[src/rtl/wsr_pkg.sv]
// Shared types and constants for the wildcard and star pattern matcher.
`default_nettype none
package wsr_pkg;

	localparam int MAX_TOKENS = 8;
	localparam int SYM_W      = 8;
	localparam int POS_W      = MAX_TOKENS + 1;
	localparam int CNT_W      = $clog2(MAX_TOKENS + 1);
	localparam int PAT_W      = SYM_W * MAX_TOKENS;
	localparam int CFG_DW     = 64;
	localparam int CFG_AW     = 5;

	localparam logic [SYM_W-1:0] WILDCARD_SYM = 8'd46;
	localparam logic [CNT_W-1:0] TOKENS_MAX   = CNT_W'(MAX_TOKENS);
	localparam logic [POS_W-1:0] START_SET    = POS_W'(1);

	typedef enum logic [1:0] {
		REG_PATTERN = 2'd0,
		REG_STAR    = 2'd1,
		REG_COUNT   = 2'd2,
		REG_NONE    = 2'd3
	} reg_idx_t;

	typedef struct packed {
		logic [PAT_W-1:0]      pattern;
		logic [MAX_TOKENS-1:0] star;
		logic [CNT_W-1:0]      count;
	} cfg_t;

endpackage
`default_nettype wire

[src/rtl/wsr_cfg.sv]
// Configuration register file behind the APB-style port.
`default_nettype none
module wsr_cfg (
	input  wire logic                        clk,
	input  wire logic                        arst_n,
	input  wire logic                        psel,
	input  wire logic                        penable,
	input  wire logic                        pwrite,
	input  wire logic [wsr_pkg::CFG_AW-1:0]  paddr,
	input  wire logic [wsr_pkg::CFG_DW-1:0]  pwdata,
	output logic      [wsr_pkg::CFG_DW-1:0]  prdata,
	output logic                             pready,
	output wsr_pkg::cfg_t                    cfg
);

	wsr_pkg::reg_idx_t idx;
	logic              wr_en;
	wsr_pkg::cfg_t     cfg_q;

	assign idx    = wsr_pkg::reg_idx_t'(paddr[wsr_pkg::CFG_AW-1:3]);
	assign pready = 1'b1;
	assign wr_en  = psel && penable && pwrite && pready;
	assign cfg    = cfg_q;

	always_ff @(posedge clk or negedge arst_n) begin
		if (!arst_n) begin
			cfg_q <= '0;
		end else if (wr_en) begin
			unique case (idx)
				wsr_pkg::REG_PATTERN: cfg_q.pattern <= pwdata[wsr_pkg::PAT_W-1:0];
				wsr_pkg::REG_STAR:    cfg_q.star    <= pwdata[wsr_pkg::MAX_TOKENS-1:0];
				wsr_pkg::REG_COUNT:   cfg_q.count   <= pwdata[wsr_pkg::CNT_W-1:0];
				default: ;
			endcase
		end
	end

	always_comb begin
		unique case (idx)
			wsr_pkg::REG_PATTERN: prdata = wsr_pkg::CFG_DW'(cfg_q.pattern);
			wsr_pkg::REG_STAR:    prdata = wsr_pkg::CFG_DW'(cfg_q.star);
			wsr_pkg::REG_COUNT:   prdata = wsr_pkg::CFG_DW'(cfg_q.count);
			default:              prdata = '0;
		endcase
	end

endmodule
`default_nettype wire

[src/rtl/wsr_nfa.sv]
// Active position set with star closure and one-symbol advance.
`default_nettype none
module wsr_nfa (
	input  wire logic                       clk,
	input  wire logic                       arst_n,
	input  wire wsr_pkg::cfg_t              cfg,
	input  wire logic                       step,
	input  wire logic [wsr_pkg::SYM_W-1:0]  symbol,
	input  wire logic                       terminator,
	output logic                            matched
);

	logic [wsr_pkg::POS_W-1:0] active_q;
	logic [wsr_pkg::POS_W-1:0] cur;
	logic [wsr_pkg::POS_W-1:0] nxt;
	logic [wsr_pkg::CNT_W-1:0] used;
	logic [wsr_pkg::SYM_W-1:0] tok;
	logic                      hit;

	assign used = (cfg.count > wsr_pkg::TOKENS_MAX) ? wsr_pkg::TOKENS_MAX : cfg.count;

	// Positions above the token count are dropped, then each starred token
	// passes its position on to the next one.
	always_comb begin
		cur = active_q;
		for (int p = 0; p < wsr_pkg::POS_W; p++) begin
			if (p > int'(used)) begin
				cur[p] = 1'b0;
			end
		end
		for (int k = 0; k < wsr_pkg::MAX_TOKENS; k++) begin
			if (k < int'(used) && cur[k] && cfg.star[k]) begin
				cur[k+1] = 1'b1;
			end
		end
	end

	always_comb begin
		nxt = '0;
		tok = '0;
		hit = 1'b0;
		for (int k = 0; k < wsr_pkg::MAX_TOKENS; k++) begin
			tok = cfg.pattern[k*wsr_pkg::SYM_W +: wsr_pkg::SYM_W];
			hit = cur[k] && (k < int'(used))
				&& (tok == wsr_pkg::WILDCARD_SYM || tok == symbol);
			if (hit) begin
				if (cfg.star[k]) begin
					nxt[k] = 1'b1;
				end else begin
					nxt[k+1] = 1'b1;
				end
			end
		end
	end

	assign matched = cur[used];

	always_ff @(posedge clk or negedge arst_n) begin
		if (!arst_n) begin
			active_q <= wsr_pkg::START_SET;
		end else if (step) begin
			active_q <= terminator ? wsr_pkg::START_SET : nxt;
		end
	end

endmodule
`default_nettype wire

[src/rtl/wildcard_star_regex_match.sv]
// Top level of the streaming matcher for literal, wildcard and star patterns.
//
// Usage: program the pattern through the APB-style port while the block is
// idle: pattern_symbols at 0x00, star_flags at 0x08, token_count at 0x10.
// The string arrives on the slave stream one symbol per beat, with tuser low;
// a beat with tuser high ends the string and yields one result beat whose
// bit 0 says whether the whole string matched. Symbol beats give no result.
// An accepted beat is registered in the input register; its position update
// then goes to the state register and a verdict to the output register.
// Throughput: one beat per cycle while no terminator waits on a held verdict;
// the position vector update between input and state registers sets that figure.
// Reset clears the config registers, empties both stream stages and leaves only
// pattern position zero active. When the receiver stalls, the verdict waits
// in the output register and symbol beats keep flowing, since they give no
// result; the next terminator beat then waits in the input register and
// tready drops until the verdict is taken.
`default_nettype none
module wildcard_star_regex_match (
	input  wire logic                        clk,
	input  wire logic                        arst_n,
	input  wire logic                        psel,
	input  wire logic                        penable,
	input  wire logic                        pwrite,
	input  wire logic [wsr_pkg::CFG_AW-1:0]  paddr,
	input  wire logic [wsr_pkg::CFG_DW-1:0]  pwdata,
	output logic      [wsr_pkg::CFG_DW-1:0]  prdata,
	output logic                             pready,
	input  wire logic                        s_axis_tvalid,
	output logic                             s_axis_tready,
	input  wire logic [7:0]                  s_axis_tdata,  // [7:0] symbol
	input  wire logic                        s_axis_tuser,  // [0] terminator
	output logic                             m_axis_tvalid,
	input  wire logic                        m_axis_tready,
	output logic      [7:0]                  m_axis_tdata   // [0] matched, [7:1] zero
);

	wsr_pkg::cfg_t             cfg;
	logic                      vld_s1;
	logic [wsr_pkg::SYM_W-1:0] sym_s1;
	logic                      term_s1;
	logic                      adv;
	logic                      match;
	logic                      out_vld_q;
	logic                      matched_q;

	wsr_cfg u_cfg (
		.clk     (clk),
		.arst_n  (arst_n),
		.psel    (psel),
		.penable (penable),
		.pwrite  (pwrite),
		.paddr   (paddr),
		.pwdata  (pwdata),
		.prdata  (prdata),
		.pready  (pready),
		.cfg     (cfg)
	);

	assign adv           = vld_s1 && (!term_s1 || !out_vld_q || m_axis_tready);
	assign s_axis_tready = !vld_s1 || adv;

	always_ff @(posedge clk or negedge arst_n) begin
		if (!arst_n) begin
			vld_s1 <= 1'b0;
		end else if (s_axis_tready) begin
			vld_s1 <= s_axis_tvalid;
		end
	end

	always_ff @(posedge clk) begin
		if (s_axis_tready && s_axis_tvalid) begin
			sym_s1  <= s_axis_tdata;
			term_s1 <= s_axis_tuser;
		end
	end

	wsr_nfa u_nfa (
		.clk        (clk),
		.arst_n     (arst_n),
		.cfg        (cfg),
		.step       (adv),
		.symbol     (sym_s1),
		.terminator (term_s1),
		.matched    (match)
	);

	always_ff @(posedge clk or negedge arst_n) begin
		if (!arst_n) begin
			out_vld_q <= 1'b0;
		end else if (adv && term_s1) begin
			out_vld_q <= 1'b1;
		end else if (m_axis_tready) begin
			out_vld_q <= 1'b0;
		end
	end

	always_ff @(posedge clk) begin
		if (adv && term_s1) begin
			matched_q <= match;
		end
	end

	assign m_axis_tvalid = out_vld_q;
	assign m_axis_tdata  = {7'b0, matched_q};

`ifndef SYNTHESIS
	a_verdict_lands: assert property (@(posedge clk) disable iff (!arst_n)
		(adv && term_s1) |=> (m_axis_tvalid && m_axis_tdata[0] == $past(match)))
		else $error("verdict not loaded into the output register");

	a_result_from_terminator: assert property (@(posedge clk) disable iff (!arst_n)
		$rose(m_axis_tvalid) |-> $past(adv && term_s1))
		else $error("result beat raised without a terminator step");

	a_stalled_item_holds: assert property (@(posedge clk) disable iff (!arst_n)
		(vld_s1 && !adv) |=> (vld_s1 && $stable(sym_s1) && $stable(term_s1)))
		else $error("stalled input item was lost or overwritten");
`endif

endmodule
`default_nettype wire

[config.mk]
export PLATFORM = sky130hd
export DESIGN_NAME = wildcard_star_regex_match
export DESIGN_NICKNAME = d
export VERILOG_FILES = /design/src/rtl/wsr_pkg.sv /design/src/rtl/wsr_cfg.sv /design/src/rtl/wsr_nfa.sv /design/src/rtl/wildcard_star_regex_match.sv
export SDC_FILE = /design/constraint.sdc
export NUM_CORES = 1
export LEC_CHECK = 0
export BUFFER_PORTS_ARGS = -buffer_cell sky130_fd_sc_hd__buf_2
export CORE_UTILIZATION = 49
export CTS_BUF_LIST = sky130_fd_sc_hd__clkbuf_4
export DETAILED_ROUTE_END_ITERATION = 7
export PLACE_DENSITY = 0.79
export REMOVE_ABC_BUFFERS = 1
export SYNTH_ARGS = -nofsm -noshare
export SYNTH_HDL_FRONTEND = slang
export SYNTH_HIERARCHICAL = 1
export SYNTH_SLANG_ARGS = --single-unit
[constraint.sdc]
create_clock -name clk -period 1.55 [get_ports clk]
set_input_delay 0.0775 -clock clk [delete_from_list [all_inputs] [get_ports clk]]
set_output_delay 0.0775 -clock clk [all_outputs]
set_load 0.005 [all_outputs]
### Word level (Yosys, flattened, before mapping)

Index checks and enable logic that the tools add are counted.

| operators by class | value |
|---|---|
| order comparisons | 18 |
| equality and inequality tests | 18 |
| muxes and demuxes | 47 |
| reduce and logical (&&, ||, !) cells | 48 |

Operators with widths:

| cell | number |
|---|---|
| $pmux 64 s3 | 1 |
| $eq 8x6->1 const B | 8 |
| $eq 8x8->1 | 8 |
| $mux 1 | 35 |
| $logic_and 1x1->1 | 29 |
| $gt 3x4->1 const A | 4 |
| $lt 3x4->1 const A | 4 |
| $mux 2 | 8 |
| $logic_or 1x1->1 | 11 |
| $mux 9 | 1 |
| $gt 2x4->1 const A | 2 |
| $lt 1x4->1 const A | 2 |
| $lt 2x4->1 const A | 2 |
| $reduce_and 2->1 | 3 |
| $lt 4x5->1 const B | 1 |
| $bmux 1 s4 | 1 |
| $gt 1x4->1 const A | 1 |
| $gt 4x4->1 const A | 1 |
| $gt 4x4->1 const B | 1 |
| $mux 4 | 1 |
| $logic_not 1->1 | 3 |
| $eq 2x1->1 const B | 1 |
| $eq 2x2->1 const B | 1 |
| $logic_not 2->1 | 1 |
| $reduce_bool 2->1 | 1 |

| word-level totals | value |
|---|---|
| flip-flop bits (word level) | 97 |
| input port bits | 85 |
| output and inout bits | 75 |

### Longest topological paths before layout

| logic depth | value |
|---|---|
| word-level depth | 29 |
| depth in mapped cells | 7 |
| depth with buffers taken out | 7 |

### By module

Netlist, hierarchy kept.

Modules (own cells, without submodules):

| module | instances | cells each | area each (um^2) |
|---|---|---|---|
| wsr_cfg | 1 | 250 | 3417.0 |
| wsr_nfa | 1 | 209 | 1679.1 |
| wildcard_star_regex_match | 1 | 29 | 470.5 |

### Least setup slack after synthesis

Ideal clock, no wire load.

| timing path | value |
|---|---|
| path kind | reg-to-reg |
| start point | register out_vld_q (netlist: m_axis_tvalid) |
| end point | register u_nfa/active_q[7] (netlist name) |
| library setup time | 0.066 ns |
| arrival time | 1.644 ns |
| data required time | 1.484 ns |
| setup slack | -0.160 ns |
| cell stages (with the launch flop) | 8 |
| buffers on the path | 0 |
| period minus slack after synthesis | 1.710 ns |
| cells stage by stage | dfrtp_1 > nor2b_1 > a21boi_1 > inv_1 > nor2_1 > and2_1 > o2111a_1 > a221o_1 |

| on the way | value |
|---|---|
| word-level cells in the longest chain between the ends | 4 |

RTL lines:

| element | line | text |
|---|---|---|
| start, declared | wildcard_star_regex_match.sv:43 | `logic out_vld_q;` |
| start signal, assigned | wildcard_star_regex_match.sv:89 | `out_vld_q <= 1'b0;` |
| start signal, assigned | wildcard_star_regex_match.sv:91 | `out_vld_q <= 1'b1;` |
| start signal, assigned | wildcard_star_regex_match.sv:93 | `out_vld_q <= 1'b0;` |
| $logic_not 1->1 | wildcard_star_regex_match.sv:59 | `assign adv = vld_s1 && (!term_s1 \|\| !out_vld_q \|\| m_axis_tready);` |
| $logic_or 1x1->1 (2 in a row) | wildcard_star_regex_match.sv:59 |  |
| $logic_and 1x1->1 | wildcard_star_regex_match.sv:59 |  |
| net adv | wildcard_star_regex_match.sv:41 | `logic adv;` |
| end signal, assigned | wsr_nfa.sv:60 | `active_q <= wsr_pkg::START_SET;` |
| end signal, assigned | wsr_nfa.sv:62 | `active_q <= terminator ? wsr_pkg::START_SET : nxt;` |
| end, declared | wsr_nfa.sv:13 | `logic [wsr_pkg::POS_W-1:0] active_q;` |

The timed path passes the listed nets, and every way through them passes these cells.
A chain may end at the register's enable or synchronous reset.

### Worst setup path after layout

| timing path | value |
|---|---|
| start point | register u_cfg.cfg_q, in the netlist u_cfg/cfg[4] |
| end point | register u_nfa/active_q[7] (netlist name) |

| on the way | value |
|---|---|
| word-level cells in the longest chain between the ends | 24 |
| elaborated cells on any way between the ends | 27 |
| those cells by class | 11 x mux; 16 x reduce/logical |

RTL lines:

| element | line | text |
|---|---|---|
| start, declared | wsr_cfg.sv:18 | `wsr_pkg::cfg_t cfg_q;` |
| $logic_and 1x1->1 (*) | wsr_nfa.sv:32 | `if (k < int'(used) && cur[k] && cfg.star[k]) begin` |
| $mux 1 (*) | wsr_nfa.sv:32 |  |
| $logic_and 1x1->1 (*) (2 in a row) | wsr_nfa.sv:32 |  |
| $mux 1 (*) | wsr_nfa.sv:32 |  |
| $logic_and 1x1->1 (*) (2 in a row) | wsr_nfa.sv:32 |  |
| $mux 1 (*) | wsr_nfa.sv:32 |  |
| $logic_and 1x1->1 (*) (2 in a row) | wsr_nfa.sv:32 |  |
| $mux 1 (*) | wsr_nfa.sv:32 |  |
| [... 5 more ...] | n/a |  |
| $mux 1 (*) | wsr_nfa.sv:32 |  |
| $logic_and 1x1->1 (*) | wsr_nfa.sv:32, wsr_nfa.sv:44 |  |
| $logic_and 1x1->1 | wsr_nfa.sv:32 |  |
| $mux 1 | wsr_nfa.sv:32 |  |
| $logic_and 1x1->1 | wsr_nfa.sv:44 | `hit = cur[k] && (k < int'(used))` |
| $logic_and 1x1->1 | wsr_nfa.sv:45 | `&& (tok == wsr_pkg::WILDCARD_SYM \|\| tok == symbol);` |
| $mux 2 (*) | wsr_nfa.sv:46 | `if (hit) begin` |
| $mux 9 (*) | wsr_nfa.sv:62 |  |

Every way passes the cells marked *; elsewhere a longest branch is shown, timed or not.

==> metrics.md <==
| Metric | Value |
|---|---|
| Largest net degree at the start of global routing | 52 |
| Routed wire length | ~18 mm |
| Layout overhead on the synthesized area | 50.6% |
| CTS Buf Count | 9 |
| Hold slack | 0.0612 ns |
| First-pass GRT wire length | 26.7 mm |
| Share of power burned in the clock network | 0.170 |
| Filler Cell Count | 661 |
| Worst setup SP type | flip-flop |
| Met3 Usage GRT | 0.0452 |
| Outcome | finished with violations |
| H-tree depth | 3 |
| Synth Warn # | 6 |
| Setup Skew | 0.0222 ns |
| CTS tree | yes |
| Via Count | 5099 |
| Leak | 3.86 nW |
| Die X | 109 µm |
| Setup-failing EPs final | 11 |
| CTS root buffer | clkbuf_4 |
| #FFs+latches synth | 97 |
| Num rows | 38 |
| Flop pwr share | 0.437 |
| Most Crowded Layer GR | met2 |
| Power Dens Cells | 969 mW/mm² |
| Asr flop ratio synth | 0.897 |
| Total internal power | 0.00541 W |
| Drt via density | 5.45 |
| Sequential share of the synthesized area | 0.445 |
| Grt total ovfl | 0 |
| Clock-pin transition on the worst setup and hold timing paths | around 0.16 ns |
| Fin crit share | 1.10 |
| Wirelength per Cell | 18.8 µm |
| Logic pwr share | 0.393 |
| Initial DRT Pass Iterations | 5 |
| Critical path arrival | 2.06 ns |
| Worst vdd ir | 0.562 mV |
| Final Hold Fails | 0 |
| Worst Setup End Kind | flip-flop |
| 1st-iter DRT viols | 315 |
| Worst hold path type | in -> reg |
| Initial Util | 0.509 |
| Max-slew violation count | 0 |
| Drc violations | 0 |
| Dpl hpwl | 11.3 mm |
| Initial antenna violation count | 0 |
| Vias in the first global route | 5325 |
| Share of cells above drive strength 1 | 0.492 |
| Post-layout minimum cycle time | 1.70 ns |
| Avg Synthesized Cell Area | 11.4 µm² |
| Cell area after synthesis | 0.00557 mm² |
| Die height | 109 µm |
| Post-route antenna net violation count | 0 |
| Final design utilization | 0.766 |
| Met2 Use GR | 0.515 |
| Number of port buffers | 148 |
| Insertion delay to the later sink of the worst-skew pair | around 0.46 ns |
| Die area | roughly 0.012 mm² |
| Mapped Cells | 488 |
| FMAX | 589 MHz |
| Number of synthesized flops with an enable pin | 10 |
| Clock Path Buffers | 2 |
| Number of nets in the layout | between 800 and 900 |
| Clk sink count | 97 |
| Final setup margin | -0.149 ns |
| GRT Util Overall | 0.303 |
| Sw power | 0.00271 W |
| Switching Fraction | 0.334 |
| I/O pin count | 160 |
| Max-cap violations | 0 |
| RSZ-0062 raised after global routing | true |
| Synth Flop Type | dfrtp_1 |
| CP required | 1.92 ns |
| Setup Crit Path Kind | reg -> reg |
| Antenna diodes | 0 |
| Failing checks | setup timing |
| Global routing usage on met1 | 0.372 |
| Netlist cell types | 57 |
| RePlAce Congestion | 0.906 |
| Core Area | 0.0109 mm² |
| Critical path peak fanout | 4 |
timing repair:
item,CTS,global route
endpoints found under the setup margin,12,14
hold endpoints to repair,173,0
gates resized for setup,39,43
hold buffers,76,0
buffers inserted,6,4
pin swaps,28,33
area by class of cell:
cell class | instances | area, µm² | share of cell area
Tap cell | 140 | 175 | 0.0209
Multi-Input combinational cell | 352 | 3210 | 0.383
Clock inverter | 6 | 58.8 | 0.00702
Clock buffer | 10 | 75.1 | 0.00896
Inverter | 10 | 37.5 | 0.00448
Sequential cell | 97 | 2480 | 0.296
Timing Repair Buffer | 321 | 2340 | 0.280
power by group through the flow:
stage | clock (W) | sequential [W] | combinational [W]
after CTS | 0.00138 | 0.00350 | 0.00291
after detailed placement | 0 | 0.00354 | 0.00261
after global routing | 0.00150 | 0.00362 | 0.00340
after floorplan | 0 | 0.00358 | 0.00125
final | 0.00138 | 0.00355 | 0.00319
after global placement | 0 | 0.00351 | 0.00255
routing by layer:
| layer | up-vias | routed length, µm |
|---|---|---|
| met5 | - | 0 |
| met4 | 0 | 847 |
| met3 | 64 | 1060 |
| met2 | 248 | 8720 |
| met1 | 2468 | 7000 |
| li1 | 2319 | - |
layout by cell type (no fill, tap or decap), types with 6 or more instances in the layout:
master / n
edfxtp_1: 10
o22ai_2: 7
conb_1: 8
dfrtp_1: 85
buf_6: 13
nand4_1: 19
mux2_1: 10
mux2i_1: 6
inv_1: 9
clkbuf_4: 10
nor2_1: 12
nand4b_1: 8
dlygate4sd3_1: 76
xnor2_1: 43
xnor2_2: 19
and2_1: 58
nand2_1: 11
buf_4: 80
mux2_2: 66
buf_2: 147
critical path, stage by stage, from the launching register on:
cell	delay [ns]
dfrtp_1	0.43
a21o_4	0.23
a31oi_4	0.26
o21bai_4	0.11
o2111a_1	0.26
a221o_1	0.32
logic make-up after synthesis:
group	synth area share
multiplexers	0.168
buffers and inverters	0.0486
AND/OR/NAND/NOR	0.167
other	0.00135
AO/OA/AOI/OAI	0.0688
flip-flops	0.445
XOR/XNOR	0.101
synthesized netlist by cell type, types with 7 or more instances:
cell type / n / share of area
and2_1: 58 / 0.065
buf_2: 12 / 0.011
buf_4: 9 / 0.012
buf_6: 7 / 0.014
dfrtp_1: 86 / 0.39
edfxtp_1: 10 / 0.054
inv_1: 10 / 0.0067
mux2_1: 10 / 0.020
mux2_2: 66 / 0.13
mux2i_1: 8 / 0.014
nand2_1: 12 / 0.0081
nand4_1: 19 / 0.021
nand4b_1: 8 / 0.013
nor2_1: 14 / 0.0094
o21ai_0: 8 / 0.0072
o22ai_1: 8 / 0.0090
or4b_2: 8 / 0.014
xnor2_1: 64 / 0.10
through the flow:
step | setup slack, ns | instances | TNS (ns) | total power, W | cell area (µm²)
floorplan | -0.738 | 459 | -47.48 | 0.00483 | 5360
global placement | -0.222 | 838 | -1.43 | 0.00606 | 7020
detailed placement | -0.256 | 838 | -1.80 | 0.00615 | 7020
CTS | -0.115 | 933 | -0.281 | 0.00778 | 8110
global route | -0.199 | 936 | -1.44 | 0.00852 | 8380
finish | -0.149 | 936 | -0.813 | 0.00812 | 8380
flip-flops by register name, summed over array words and instances, names as in the netlist:
signal	count
sym_s1	8
u_nfa/active_q	9
term_s1	1
u_cfg/cfg	76
m_axis_tvalid	1
matched_q	1
vld_s1	1
worst paths after layout:
path	from	to	slack (ns)	cells past startpoint
worst max-delay path	u_cfg/cfg[4]	u_nfa/active_q[7]	-0.15	5
worst min-delay path	m_axis_tready	m_axis_tvalid	0.06	4
worst max register to register	u_cfg/cfg[4]	u_nfa/active_q[7]	-0.15	5
worst min register to register	u_nfa/active_q[8]	u_nfa/active_q[8]	0.54	1
max in group asynchronous	arst_n	u_cfg/cfg[16]	0.87	3
min in group asynchronous	arst_n	u_cfg/cfg[36]	0.12	2
Note: power is estimated with default switching activity, not from simulation.
